## config.mk

```make
export PLATFORM = sky130hd
export DESIGN_NAME = tcf_cordic
export DESIGN_NICKNAME = d
export VERILOG_FILES = /design/src/rtl/core/tilt_complementary_filter_top_macros.svh /design/src/rtl/core/tcf_pkg.sv /design/src/rtl/core/tcf_cordic.sv
export SDC_FILE = /design/constraint.sdc
export NUM_CORES = 1
export LEC_CHECK = 0
export BUFFER_PORTS_ARGS = -buffer_cell sky130_fd_sc_hd__clkbuf_2
export CAP_MARGIN = 15
export CORE_MARGIN = 2
export CORE_UTILIZATION = 51
export DETAILED_ROUTE_END_ITERATION = 16
export PLACE_DENSITY_LB_ADDON = 0.2
export SKIP_CTS_REPAIR_TIMING = 1
export SYNTH_ARGS = -nofsm -noshare
export SYNTH_HDL_FRONTEND = slang
export SYNTH_SLANG_ARGS = --single-unit
```

## constraint.sdc

```tcl
create_clock -name clk -period 13 [get_ports clk]
set_clock_uncertainty 0.1 [all_clocks]
set_input_delay 2.6 -clock clk [delete_from_list [all_inputs] [get_ports clk]]
set_output_delay 2.6 -clock clk [all_outputs]
set_load 0.005 [all_outputs]
```

## src/rtl/core/tilt_complementary_filter_top_macros.svh

```systemverilog
// tilt_complementary_filter_top_macros.svh: assertion macros for the tilt filter
// expects clk and rst_n in the scope where a macro is used
`ifndef TILT_COMPLEMENTARY_FILTER_TOP_MACROS_SVH
`define TILT_COMPLEMENTARY_FILTER_TOP_MACROS_SVH

// same-cycle implication, disabled during reset
`define TCF_ASSERT_IMM(lbl, ante, cons) \
  lbl: assert property (@(posedge clk) disable iff (!rst_n) (ante) |-> (cons)) \
    else $error("tilt filter check failed");

// next-cycle implication, disabled during reset
`define TCF_ASSERT_NXT(lbl, ante, cons) \
  lbl: assert property (@(posedge clk) disable iff (!rst_n) (ante) |=> (cons)) \
    else $error("tilt filter check failed");

`endif

```

## src/rtl/core/tcf_pkg.sv

```systemverilog
// tcf_pkg.sv: constants, types and helpers of the tilt complementary filter
// no dependencies; used by the interfaces, tcf_cordic and the top level
package tcf_pkg;

  // cordic iteration count and datapath widths
  localparam int CORDIC_STEPS = 24;
  localparam int CNT_W        = $clog2(CORDIC_STEPS);
  localparam int XY_W         = 33;
  localparam int ANG_W        = 28;
  localparam int MA_W         = 33;
  localparam int MB_W         = 25;
  localparam int PROD_W       = MA_W + MB_W;
  localparam int MIX_W        = 52;

  // configuration word format
  localparam int CFG_IDX_W  = 8;
  localparam int CFG_DATA_W = 32;

  // quarter turn in 2^-24 rad
  localparam logic signed [ANG_W-1:0] QUARTER_TURN = 28'sd26353589;

  // register indexes
  localparam logic [CFG_IDX_W-1:0] REG_HIGH_PASS_GAIN  = 8'd0;
  localparam logic [CFG_IDX_W-1:0] REG_LOW_PASS_GAIN   = 8'd1;
  localparam logic [CFG_IDX_W-1:0] REG_GYRO_STEP_SCALE = 8'd2;
  localparam logic [CFG_IDX_W-1:0] REG_CALIB_WEIGHT    = 8'd3;

  // register reset values
  localparam logic [16:0] HIGH_PASS_GAIN_RST  = 17'd64225;
  localparam logic [16:0] LOW_PASS_GAIN_RST   = 17'd1311;
  localparam logic [23:0] GYRO_STEP_SCALE_RST = 24'd1464100;
  localparam logic [16:0] CALIB_WEIGHT_RST    = 17'd655;

  // action codes
  localparam logic ACT_CALIB    = 1'b0;
  localparam logic ACT_ESTIMATE = 1'b1;

  // sequencer states
  typedef enum logic [3:0] {
    S_IDLE,
    S_ROT,
    S_CAL_MUL_GB,
    S_CAL_MUL_TB,
    S_CAL_TB,
    S_EST_MUL_RATE,
    S_EST_PROP,
    S_EST_MUL_HP,
    S_EST_MUL_LP,
    S_EST_MIX,
    S_EST_OUT
  } tcf_state_t;

  // cordic unit status
  typedef struct packed {
    logic busy;
    logic done;
  } tcf_cordic_sts_t;

  // atan(2^-i) in 2^-24 rad, rounded to nearest
  function automatic logic signed [ANG_W-1:0] atan_entry(input logic [4:0] idx);
    logic signed [ANG_W-1:0] v;
    case (idx)
      5'd0:    v = 28'sd13176795;
      5'd1:    v = 28'sd7778716;
      5'd2:    v = 28'sd4110060;
      5'd3:    v = 28'sd2086331;
      5'd4:    v = 28'sd1047214;
      5'd5:    v = 28'sd524117;
      5'd6:    v = 28'sd262123;
      5'd7:    v = 28'sd131069;
      5'd8:    v = 28'sd65536;
      5'd9:    v = 28'sd32768;
      5'd10:   v = 28'sd16384;
      5'd11:   v = 28'sd8192;
      5'd12:   v = 28'sd4096;
      5'd13:   v = 28'sd2048;
      5'd14:   v = 28'sd1024;
      5'd15:   v = 28'sd512;
      5'd16:   v = 28'sd256;
      5'd17:   v = 28'sd128;
      5'd18:   v = 28'sd64;
      5'd19:   v = 28'sd32;
      5'd20:   v = 28'sd16;
      5'd21:   v = 28'sd8;
      5'd22:   v = 28'sd4;
      5'd23:   v = 28'sd2;
      5'd24:   v = 28'sd1;
      default: v = 28'sd0;
    endcase
    return v;
  endfunction

  // clamp to the signed 32-bit range
  function automatic logic signed [31:0] sat32(input logic signed [63:0] v);
    logic signed [31:0] r;
    if (v > 64'sd2147483647) begin
      r = 32'sh7fffffff;
    end else if (v < -64'sd2147483648) begin
      r = 32'sh80000000;
    end else begin
      r = v[31:0];
    end
    return r;
  endfunction

endpackage

```

## src/rtl/core/tcf_cordic.sv

```systemverilog
// tcf_cordic.sv: iterative vectoring cordic for atan2(accel_x, accel_z)
// one micro-rotation per cycle; depends on tcf_pkg
module tcf_cordic (
  input  logic                              clk,
  input  logic                              rst_n,
  input  logic                              start,
  input  logic signed [15:0]                accel_x,
  input  logic signed [15:0]                accel_z,
  output tcf_pkg::tcf_cordic_sts_t          sts,
  output logic signed [tcf_pkg::ANG_W-1:0]  tilt
);
  import tcf_pkg::*;

  logic signed [XY_W-1:0]  x_r, x_nxt;
  logic signed [XY_W-1:0]  y_r, y_nxt;
  logic signed [ANG_W-1:0] z_r, z_nxt;
  logic [CNT_W-1:0]        cnt_r, cnt_nxt;
  logic                    busy_r, busy_nxt;
  logic                    zero_r, zero_nxt;

  logic signed [XY_W-1:0]  ax_s, az_s;
  logic signed [XY_W-1:0]  x0, y0;
  logic signed [ANG_W-1:0] z0;
  logic signed [XY_W-1:0]  dx, dy;
  logic signed [ANG_W-1:0] ent;
  logic                    last;

  // inputs scaled by 2^14
  assign ax_s = {{(XY_W-30){accel_x[15]}}, accel_x, 14'b0};
  assign az_s = {{(XY_W-30){accel_z[15]}}, accel_z, 14'b0};

  // quarter-turn pre-rotation into the right half plane
  always_comb begin
    if (accel_z < 16'sd0) begin
      if (accel_x >= 16'sd0) begin
        x0 = ax_s;
        y0 = -az_s;
        z0 = QUARTER_TURN;
      end else begin
        x0 = -ax_s;
        y0 = az_s;
        z0 = -QUARTER_TURN;
      end
    end else begin
      x0 = az_s;
      y0 = ax_s;
      z0 = '0;
    end
  end

  // one micro-rotation
  assign dx   = y_r >>> cnt_r;
  assign dy   = x_r >>> cnt_r;
  assign ent  = atan_entry(5'(cnt_r));
  assign last = (cnt_r == CNT_W'(CORDIC_STEPS - 1));

  always_comb begin
    x_nxt    = x_r;
    y_nxt    = y_r;
    z_nxt    = z_r;
    cnt_nxt  = cnt_r;
    busy_nxt = busy_r;
    zero_nxt = zero_r;
    if (start) begin
      x_nxt    = x0;
      y_nxt    = y0;
      z_nxt    = z0;
      cnt_nxt  = '0;
      busy_nxt = 1'b1;
      zero_nxt = (accel_x == 16'sd0) && (accel_z == 16'sd0);
    end else if (busy_r) begin
      if (y_r >= 0) begin
        x_nxt = x_r + dx;
        y_nxt = y_r - dy;
        z_nxt = z_r + ent;
      end else begin
        x_nxt = x_r - dx;
        y_nxt = y_r + dy;
        z_nxt = z_r - ent;
      end
      cnt_nxt  = cnt_r + 1'b1;
      busy_nxt = !last;
    end
  end

  // datapath registers
  always_ff @(posedge clk) begin
    x_r    <= x_nxt;
    y_r    <= y_nxt;
    z_r    <= z_nxt;
    cnt_r  <= cnt_nxt;
    zero_r <= zero_nxt;
  end

  // control register
  always_ff @(posedge clk) begin
    if (!rst_n) begin
      busy_r <= 1'b0;
    end else begin
      busy_r <= busy_nxt;
    end
  end

  assign sts.busy = busy_r;
  assign sts.done = busy_r && last;

  // both inputs zero give a zero angle
  assign tilt = zero_r ? '0 : z_r;

endmodule

```

==> summary.txt, run 1 <==
Hold path
  – Hold depth: 2
  – Min-delay src: busy_r
  – Min-delay worst type: register to register
  – WHS Endpoint: busy_r

GRT
  – Global route total overflow: 0
  – Vias in the first global route: 15.4k
  – Largest net degree at the start of global routing: 81
  – Initial antenna violation count: 0
  – Global-route wire length before repair: 90.3 mm
  – Total GRT Usage: 0.328

Final layout
  – Post-layout net count: 2140
  – Synthesis-to-finish area growth: 6.08%
  – N_diodes: 0
  – Layout cells sized above 1: 0.140

Die
  – Die span in y: 188 um
  – I/O pin total: 65
  – Row cnt: 67
  – Core area: 0.0334 mm^2
  – Starting Density: 0.516
  – Die Width: 188 um
  – Die Area: 0.0354 mm^2

Synthesis
  – Sequential share of the synthesized area: 0.200
  – Synth area leaders: edfxtp_1 17%, mux4_2 9.8%, ha_1 7.6%
  – Synth Area in Compound Gates: 0.231
  – Asr flop ratio synth: 0
  – Distinct cells, synth: 102
  – Mux share of post-synthesis cell area: 0.168
  – Xor/xnor share of the synthesized area: 0.0865
  – Synth top cells by count: 180 x nor2_1, 161 x o21ai_0, 158 x nand2_1
  – Simple-Gate Fraction of Synth Area: 0.191
  – Area share of fa/ha/maj cells after synthesis: 0.0795
  – Synth top area share: 0.165
  – Synthesized area per cell: 8.56 um^2
  – Post-Syn Instances: 2018
  – Synthesized cell area: 0.0173 mm^2
  – Largest family of logic cells by synthesized area: compound AO/OA/AOI/OAI gates
  – Syn Nets: 2161
  – Count leader, synth: nor2_1
  – FF+latch count, synth: 125
  – Number of synthesis warnings: 0
  – Post-synth EDFFs: 95
  – Synth Flop Type: edfxtp_1
  – Largest area contributor in the netlist: edfxtp_1

Detailed routing
  – WL/cell: 23.7 um
  – Final wirelength: 58.4 mm
  – Post-route ant nets: 0
  – DRC: 0
  – First-pass DRT Iterations: 6
  – Vias/cell: 6.74
  – Iter 0 DRT Violations: 2007
  – Via count: 16.6k

Critical path
  – Reg2Reg Depth: 24
  – Crit path kind: register to register
  – Crit path DAT: 7970 ps
  – Worst r2r src: cnt_r[1]
  – Data required, critical path: 13110 ps
  – Critical Path End Type: register
  – CP max FO: 76
  – Crit start category: register
  – Crit Reg-Reg Endpoint: x_r[31]
  – Internal reg-to-reg setup slack: 5140 ps

Place
  – Post-DP HPWL: 42.8 mm
  – # port buffers: 64
  – Gp weighted congestion: 1.03

Clock network
  – Max Root-Sink Buffers: 2
  – Clk pin slew, worst setup/hold paths: 60 ps
  – CTS tree: done
  – H-tree depth: 4
  – # clock sinks: 125
  – CTS root buf: clkbuf_16
  – CTS Buf Count: 17
  – Clock Latency Late Sink: 470 ps

Timing
  – Finish-stage setup viols: 0
  – Setup_tns: 0 ps
  – Max Fclk: 0.127 GHz
  – Unrepaired setup endpoints after global routing: false
  – Tcrit/Tclk final: 0.604
  – Final hold violation count: 0
  – Worst slew pin tran: 1070 ps
  – Min Tclk post-route: 7860 ps
  – Slew HR: 0.287
  – Fin. max-slew vios: 0

Status
  – Run status: finished, final reports clean

Job
  – Max-cap violations: 0
[kinds of logic after synthesis]
family | count (synthesis)
and+or+nand+nor | 648
buffers and inverters | 165
muxes | 188
adders and majority gates | 108
AOI/OAI and AO/OA | 615
DFF | 125
xor gates and xnor gates | 169
[cell usage in the layout (no fill, tap or decap), types with 13 or more instances in the layout]
master	netlist	layout
a21o_1	33	33
mux2_2	35	35
nor2b_1	59	59
a31oi_1	20	20
o21a_1	15	15
mux2i_1	61	61
nand3_1	41	41
nor3_1	37	36
xor2_1	62	62
nand2b_1	28	28
nand2_1	158	158
or2_2	15	14
and3_1	13	13
a21oi_1	143	143
o21bai_1	13	13
edfxtp_1	95	95
nor2_1	180	180
dfxtp_1	30	25
inv_1	42	42
or3_1	27	27
ha_1	105	105
o211ai_1	35	35
xnor2_1	106	106
buf_4	8	17
mux2_1	14	14
clkbuf_16	0	20
and2_1	16	16
mux4_2	75	75
a211oi_1	26	26
clkbuf_2	0	63
o31ai_1	26	26
o22ai_1	20	20
o21ai_0	161	161
[per-stage QoR]
| step | instances | worst slack (ps) | cell area (um^2) | utilization | hold slack [ps] |
|---|---|---|---|---|---|
| detailed placement | 2426 | 5270 | 17700 | 0.529 | 588 |
| finish | 2458 | 5140 | 18300 | 0.548 | 585 |
| floorplan | 2018 | 6480 | 17300 | - | 516 |
| CTS | 2458 | 5180 | 18300 | 0.548 | 602 |
| global route | 2458 | 4760 | 18300 | 0.548 | 622 |
| global placement | 2426 | 5360 | 17700 | 0.529 | 569 |
[cell type report]
class | instances | area (um^2)
clock inverters | 11 | 126
multi-input cells | 1728 | 13100
flip-flops and latches | 125 | 3470
fillers | 3008 | 15100
inverters | 45 | 169
clock buffers | 21 | 504
well taps | 448 | 561
repair buffers | 80 | 443
[layer usage]
metal,part of all wire,track usage
met2,0.42,0.477
met1,0.43,0.468
met5,0,0
met4,0.043,0.144
met3,0.11,0.0713
[how the worst max path moves through the flow]
stage,start,to,depth (start not counted)
after CTS,cnt_r[1],x_r[31],24
final,cnt_r[1],x_r[31],24
after floorplan,cnt_r[4],x_r[31],27
after detailed placement,cnt_r[1],x_r[31],24
after global routing,cnt_r[1],x_r[31],24
after global placement,cnt_r[1],x_r[31],24
[state kept, by name, summed over array words and instances (netlist names)]
| name | count |
|---|---|
| cnt_r | 5 |
| z_r | 28 |
| y_r | 33 |
| ent | 24 |
| busy_r | 1 |
| x_r | 33 |
| zero_r | 1 |
[worst max-delay path, cell delays in order, from the launching register on]
cell	delay, ps
dfxtp_4	750
buf_4	900
mux4_2	590
mux2_1	420
o21ba_2	280
mux2i_1	190
ha_1	230
and3_1	170
nand3_1	90
or2_4	290
nand2b_4	150
or2_4	260
mux2_4	300
a32o_1	230
ha_1	340
and3_1	230
nor2b_1	140
or3_1	360
a21oi_1	170
o31ai_1	170
a31oi_1	230
a21boi_0	150
a31o_2	290
a31oi_1	180
mux2_2	350
Power of run 1 is not shown: default switching activity piles up to over one toggle a cycle in this logic, so the estimate is an artifact.
==> inputs of run 2 (changes only) <==
--- a/config.mk
+++ b/config.mk
@@ -5,6 +5,7 @@
 export SDC_FILE = /design/constraint.sdc
 export NUM_CORES = 1
 export LEC_CHECK = 0
+export ABC_AREA = 1
 export BUFFER_PORTS_ARGS = -buffer_cell sky130_fd_sc_hd__clkbuf_2
 export CAP_MARGIN = 15
 export CORE_MARGIN = 2
==> constraint.sdc (replaced) <==
create_clock -name clk -period 6.5 [get_ports clk]
set_clock_uncertainty 0.1 [all_clocks]
set_input_delay 1.3 -clock clk [delete_from_list [all_inputs] [get_ports clk]]
set_output_delay 1.3 -clock clk [all_outputs]
set_load 0.005 [all_outputs]
==> summary.txt, run 2 <==
Synthesis
  – Asr flop ratio synth: 0
  – Synth Flop Type: edfxtp_1
  – Largest area contributor in the netlist: nand2_1
  – Post-Syn Instances: 2733
  – Synth top cells by count: 779 x nand2_1, 409 x nand3_1, 223 x inv_1, 223 x nor2_1, 200 x a21oi_1
  – Synth top area share: 0.176
  – Sequential share of the synthesized area: 0.208
  – Number of synthesis warnings: 0
  – Count leader, synth: nand2_1
  – Post-synth EDFFs: 95
  – Synth area leaders: nand2_1 18%, edfxtp_1 17%, nand3_1 12%
  – Synthesized area per cell: 6.09 um^2
  – Syn Nets: 2876
  – FF+latch count, synth: 125
  – Synthesized cell area: 0.0166 mm^2
  – Distinct cells, synth: 54

Timing
  – Unrepaired setup endpoints after global routing: false
  – Min Tclk post-route: 5850 ps
  – Tcrit/Tclk final: 0.900
  – Final hold violation count: 0
  – Max Fclk: 0.171 GHz
  – Slew HR: 0.239
  – Setup_tns: 0 ps
  – Worst slew pin tran: 1140 ps
  – Finish-stage setup viols: 0
  – Fin. max-slew vios: 0

Clock network
  – Max Root-Sink Buffers: 2
  – CTS tree: done
  – Clk pin slew, worst setup/hold paths: 80 ps
  – # clock sinks: 125
  – CTS Buf Count: 17
  – CTS root buf: clkbuf_16
  – Clock Latency Late Sink: 460 ps
  – H-tree depth: 4

GRT
  – Largest net degree at the start of global routing: 73
  – Initial antenna violation count: 2
  – Global-route wire length before repair: 96.5 mm
  – Vias in the first global route: 17.2k
  – Total GRT Usage: 0.369
  – Global route total overflow: 0

Critical path
  – Crit start category: register
  – Crit path DAT: 5960 ps
  – Max incr delay on CP: 800 ps
  – Cell repeated most along the worst path: nand2_1
  – Critical path's slowest cell: inv_2
  – Critical Path End Type: register
  – Reg2Reg Depth: 25
  – Crit path kind: register to register
  – Crit Reg-Reg Endpoint: x_r[20]
  – Internal reg-to-reg setup slack: 650 ps
  – CP max FO: 64
  – Worst r2r src: cnt_r[1]
  – Data required, critical path: 6610 ps

Hold path
  – Min-delay worst type: register to register
  – WHS Endpoint: z_r[0]
  – Min-delay src: z_r[0]
  – Hold depth: 3

Final layout
  – Commonest non-fill, non-tap cell in the layout: nand2_1
  – Post-layout net count: 2867
  – Design area: 0.0177 mm^2
  – Top flop regs: x_r: 33 flops, y_r: 33 flops, z_r: 28 flops
  – Layout cells sized above 1: 0.0665
  – Most frequent cells in the layout: 778 x nand2_1, 409 x nand3_1, 223 x nor2_1
  – Synthesis-to-finish area growth: 6.60%
  – Fill cell count: 3379

Die
  – Row cnt: 66
  – Die Width: 185 um
  – Core area: 0.0323 mm^2
  – Starting Density: 0.515
  – Die span in y: 185 um
  – Die Area: 0.0341 mm^2
  – I/O pin total: 65

Detailed routing
  – Post-route ant nets: 0
  – First-pass DRT Iterations: 6
  – Via count: 19.0k
  – Vias/cell: 5.97
  – WL/cell: 19.8 um
  – Iter 0 DRT Violations: 2179
  – DRC: 0
  – Final wirelength: 62.9 mm

Job
  – Max-cap violations: 0

Pwr
  – Pleak: 8.60 nW
  – Tot Pwr: 11.7 mW
  – Worst IR drop on VDD: 0.346 mV
  – PD cells: 657 mW/mm^2

Place
  – Gp weighted congestion: 1.00
  – Post-DP HPWL: 48.3 mm
  – # port buffers: 64
  – Post-placement cell area: 0.0171 mm^2

Status
  – Run status: finished, final reports clean
==> run 2: changes by cell type in the layout (fill, tap and decap cells not counted), sizes merged, moves of 55 or more <==
cell | previous run | this run
inv | 46 | 239
nand3 | 41 | 410
nand2 | 158 | 795
xnor2 | 106 | 42
nor2b | 59 | 0
a21oi | 144 | 201
mux2i | 61 | 0
nor2 | 180 | 235
mux4 | 75 | 0
==> run 2: kinds of logic (layout without fill, tap and decap cells) <==
group,after synthesis,after routing,share of synthesized area
AO/OA/AOI/OAI,510,510,0.170
XOR/XNOR,109,109,0.0578
adder cells (fa/ha/maj),108,108,0.0826
buffers and inverters,347,351,0.0857
flip-flops,125,125,0.208
other,0,1,0
AND/OR/NAND/NOR,1534,1534,0.396
==> run 2: where the power goes <==
part / switching [mW] / internal (mW)
logic: 5.81 / 2.91
clock network: 0.491 / 0.516
registers: 0.547 / 1.38
==> run 2: worst max path at each step <==
stage / from / end / cells past startpoint
global placement: cnt_r[1] / x_r[20] / 25
global route: cnt_r[1] / x_r[20] / 25
detailed placement: cnt_r[1] / x_r[20] / 25
CTS: cnt_r[1] / x_r[20] / 25
floorplan: start / x_r[0] / 4
finish: cnt_r[1] / x_r[20] / 25
==> run 2: layout make-up <==
| class | count | area, um^2 | share of cell area |
|---|---|---|---|
| multi-input combinational | 2261 | 11800 | 0.663 |
| clock buffer | 17 | 425 | 0.0240 |
| antenna | 1 | 2.50 | 0.000141 |
| tap | 442 | 553 | 0.0312 |
| timing repair buffer | 87 | 493 | 0.0278 |
| sequential | 125 | 3460 | 0.195 |
| clock inverter | 15 | 165 | 0.00931 |
| inverter | 232 | 873 | 0.0492 |
==> run 2: through the flow <==
stage / cells / hold WS, ps / utilization / worst slack [ps]
after global placement: 3147 / 571 / 0.531 / 938
after detailed placement: 3147 / 574 / 0.531 / 919
after CTS: 3179 / 594 / 0.549 / 861
after global routing: 3179 / 665 / 0.549 / 243
after floorplan: 2733 / 463 / - / 2120
final: 3180 / 598 / 0.549 / 649
==> run 2: routing by layer <==
metal | part of all wire | routed length [um] | GRT usage
met1 | 0.43 | 27200 | 0.487
met2 | 0.44 | 27400 | 0.572
met3 | 0.082 | 5170 | 0.0757
met4 | 0.050 | 3140 | 0.184
met5 | 0.00019 | 12 | 0
==> run 2: critical path, delay by kind of cell, from the launching register on <==
kind / cells / cell delay, ps
AND/OR/NAND/NOR: 12 / 1460
flip-flops: 1 / 330
AO/OA/AOI/OAI: 8 / 2060
XOR/XNOR: 1 / 190
adder cells (fa/ha/maj): 2 / 550
buffers and inverters: 2 / 870
(Power assumes the default switching activity.)
==> inputs of run 3 (changes only) <==
--- a/config.mk
+++ b/config.mk
@@ -8,8 +8,10 @@
 export ABC_AREA = 1
 export BUFFER_PORTS_ARGS = -buffer_cell sky130_fd_sc_hd__clkbuf_2
 export CAP_MARGIN = 15
+export CELL_PAD_IN_SITES_DETAIL_PLACEMENT = 1
+export CELL_PAD_IN_SITES_GLOBAL_PLACEMENT = 1
 export CORE_MARGIN = 2
-export CORE_UTILIZATION = 51
+export CORE_UTILIZATION = 41
 export DETAILED_ROUTE_END_ITERATION = 16
 export PLACE_DENSITY_LB_ADDON = 0.2
 export SKIP_CTS_REPAIR_TIMING = 1
==> summary.txt, run 3 (synthesized netlist as in run 2, its figures left out) <==
Clock network
  – # clock sinks: 125
  – Max Root-Sink Buffers: 2
  – H-tree depth: 4
  – CTS root buf: clkbuf_16
  – CTS tree: done
  – Clock Latency Late Sink: 470 ps
  – CTS Buf Count: 17
  – Clk pin slew, worst setup/hold paths: 70 ps

Die
  – Starting Density: 0.417
  – Row cnt: 73
  – Die Area: 0.0422 mm^2
  – Core area: 0.0399 mm^2
  – I/O pin total: 65
  – Die span in y: 205 um
  – Die Width: 205 um

Final layout
  – Layout cells sized above 1: 0.0675
  – Post-layout net count: 2869
  – Most frequent cells in the layout: 778 x nand2_1, 409 x nand3_1, 223 x nor2_1
  – Non-Filler Instances: 3264
  – Fill cell count: 5578
  – N_diodes: 0
  – Top flop regs: x_r: 33 flops, y_r: 33 flops, z_r: 28 flops
  – Synthesis-to-finish area growth: 7.27%
  – Commonest non-fill, non-tap cell in the layout: nand2_1

Pwr
  – Clock Power Share: 0.086
  – Worst IR drop on VDD: 0.334 mV
  – Sequential power share: 0.162
  – Pleak: 8.61 nW
  – Logic pwr share: 0.752
  – Cell-internal power: 4.83 mW
  – Tot Pwr: 11.7 mW
  – Switching Fraction: 0.588
  – Net load switching power: 6.90 mW
  – PD cells: 657 mW/mm^2

Critical path
  – CP Buf/Inv Count: 4
  – CP startpoint: cnt_r[0]
  – Max incr delay on CP: 850 ps
  – Critical path's slowest cell: o311ai_0
  – Cell repeated most along the worst path: nand2_1
  – Critical path cell sequence: inv_4 -> o21ai_1 -> nand2_1 -> o211ai_1 -> nand3_1 -> o211ai_1 -> nand2_1 -> inv_1 -> ha_1 -> nand3_1 -> nor2_2 -> nand2_2 -> nor2_8 -> inv_2 -> o21ai_1 -> xnor2_1 -> ha_1 -> nand2_1 -> nor2_1 -> inv_1 -> o311ai_0 -> a21oi_1 -> xor2_1 -> nor2_1
  – CP top delay family: compound AO/OA/AOI/OAI gates
  – Crit path kind: register to register
  – Data required, critical path: 6610 ps
  – Crit path DAT: 5880 ps
  – Worst r2r src: cnt_r[0]
  – CP max FO: 62
  – Crit start category: register
  – Critical Path End Type: register

GRT
  – Largest net degree at the start of global routing: 66
  – Global route total overflow: 0
  – Total GRT Usage: 0.325
  – Global-route wire length before repair: 106 mm
  – Vias in the first global route: 19.4k
  – Initial antenna violation count: 1

Place
  – Gp weighted congestion: 0.945
  – # port buffers: 64
  – Post-placement cell count: 3232
  – Post-DP HPWL: 53.7 mm

Detailed routing
  – DRC: 0
  – Via count: 19.2k
  – WL/cell: 20.7 um
  – Final wirelength: 67.7 mm
  – Vias/cell: 5.89
  – Post-route ant nets: 0
  – First-pass DRT Iterations: 5
  – Iter 0 DRT Violations: 1441

Timing
  – Worst slew pin tran: 993 ps
  – Min Tclk post-route: 5770 ps
  – Final hold violation count: 0
  – Slew HR: 0.330
  – Max Fclk: 0.173 GHz
  – Unrepaired setup endpoints after global routing: false
  – Finish-stage setup viols: 0
  – Setup_tns: 0 ps
  – Tcrit/Tclk final: 0.888
  – Fin. max-slew vios: 0

Status
  – Run status: finished, final reports clean

Job
  – Max-cap violations: 0

Hold path
  – Min-delay src: z_r[0]
  – Min-delay worst type: register to register
run 3: cell type report:
class,instances,area [um^2],area share
repair buffers,89,508,0.0285
multi-input cells,2261,11800,0.659
clock buffers,18,450,0.0252
well taps,525,657,0.0368
inverters,232,873,0.0489
flip-flops and latches,125,3460,0.194
clock inverters,14,135,0.00757
run 3: path summary, 6_finish.rpt:
| check | endpoint | depth (start not counted) | slack, ps |
|---|---|---|---|
| min reg2reg | z_r[0] | 3 | 590 |
| max reg2reg | x_r[30] | 24 | 730 |
| max | x_r[30] | 24 | 730 |
| min | z_r[0] | 3 | 590 |
run 3: power by group through the flow:
stage                     Clock, mW  Sequential [mW]  Combinational [mW]
final                          1.01             1.90                8.82
after global routing           1.05             1.91                9.95
after CTS                      1.03             1.87                8.69
after detailed placement          0             1.89                8.62
after global placement            0             1.89                8.35
after floorplan                   0             1.57                6.34
run 3: metrics by stage:
| stage | utilization | hold WS, ps | setup slack [ps] | cell area, um^2 |
|---|---|---|---|---|
| floorplan | - | 463 | 2120 | 16600 |
| global placement | 0.432 | 577 | 1020 | 17300 |
| detailed placement | 0.432 | 580 | 834 | 17300 |
| CTS | 0.447 | 597 | 771 | 17800 |
| global route | 0.447 | 661 | 210 | 17800 |
| finish | 0.447 | 595 | 729 | 17800 |
run 3: routing by layer:
| metal | global-route usage | vias to the layer above | routed length [um] |
|---|---|---|---|
| met5 | 0 | - | 0 |
| met1 | 0.439 | 9274 | 30400 |
| met4 | 0.143 | 0 | 2870 |
| li1 | - | 9241 | - |
| met3 | 0.0521 | 142 | 4430 |
| met2 | 0.512 | 561 | 30000 |
run 3: worst min-delay path, delay by kind of cell, from the launching register on:
family / cells / cell delay, ps
adders and majority gates: 1 / 130
and+or+nand+nor: 2 / 110
DFF: 1 / 350
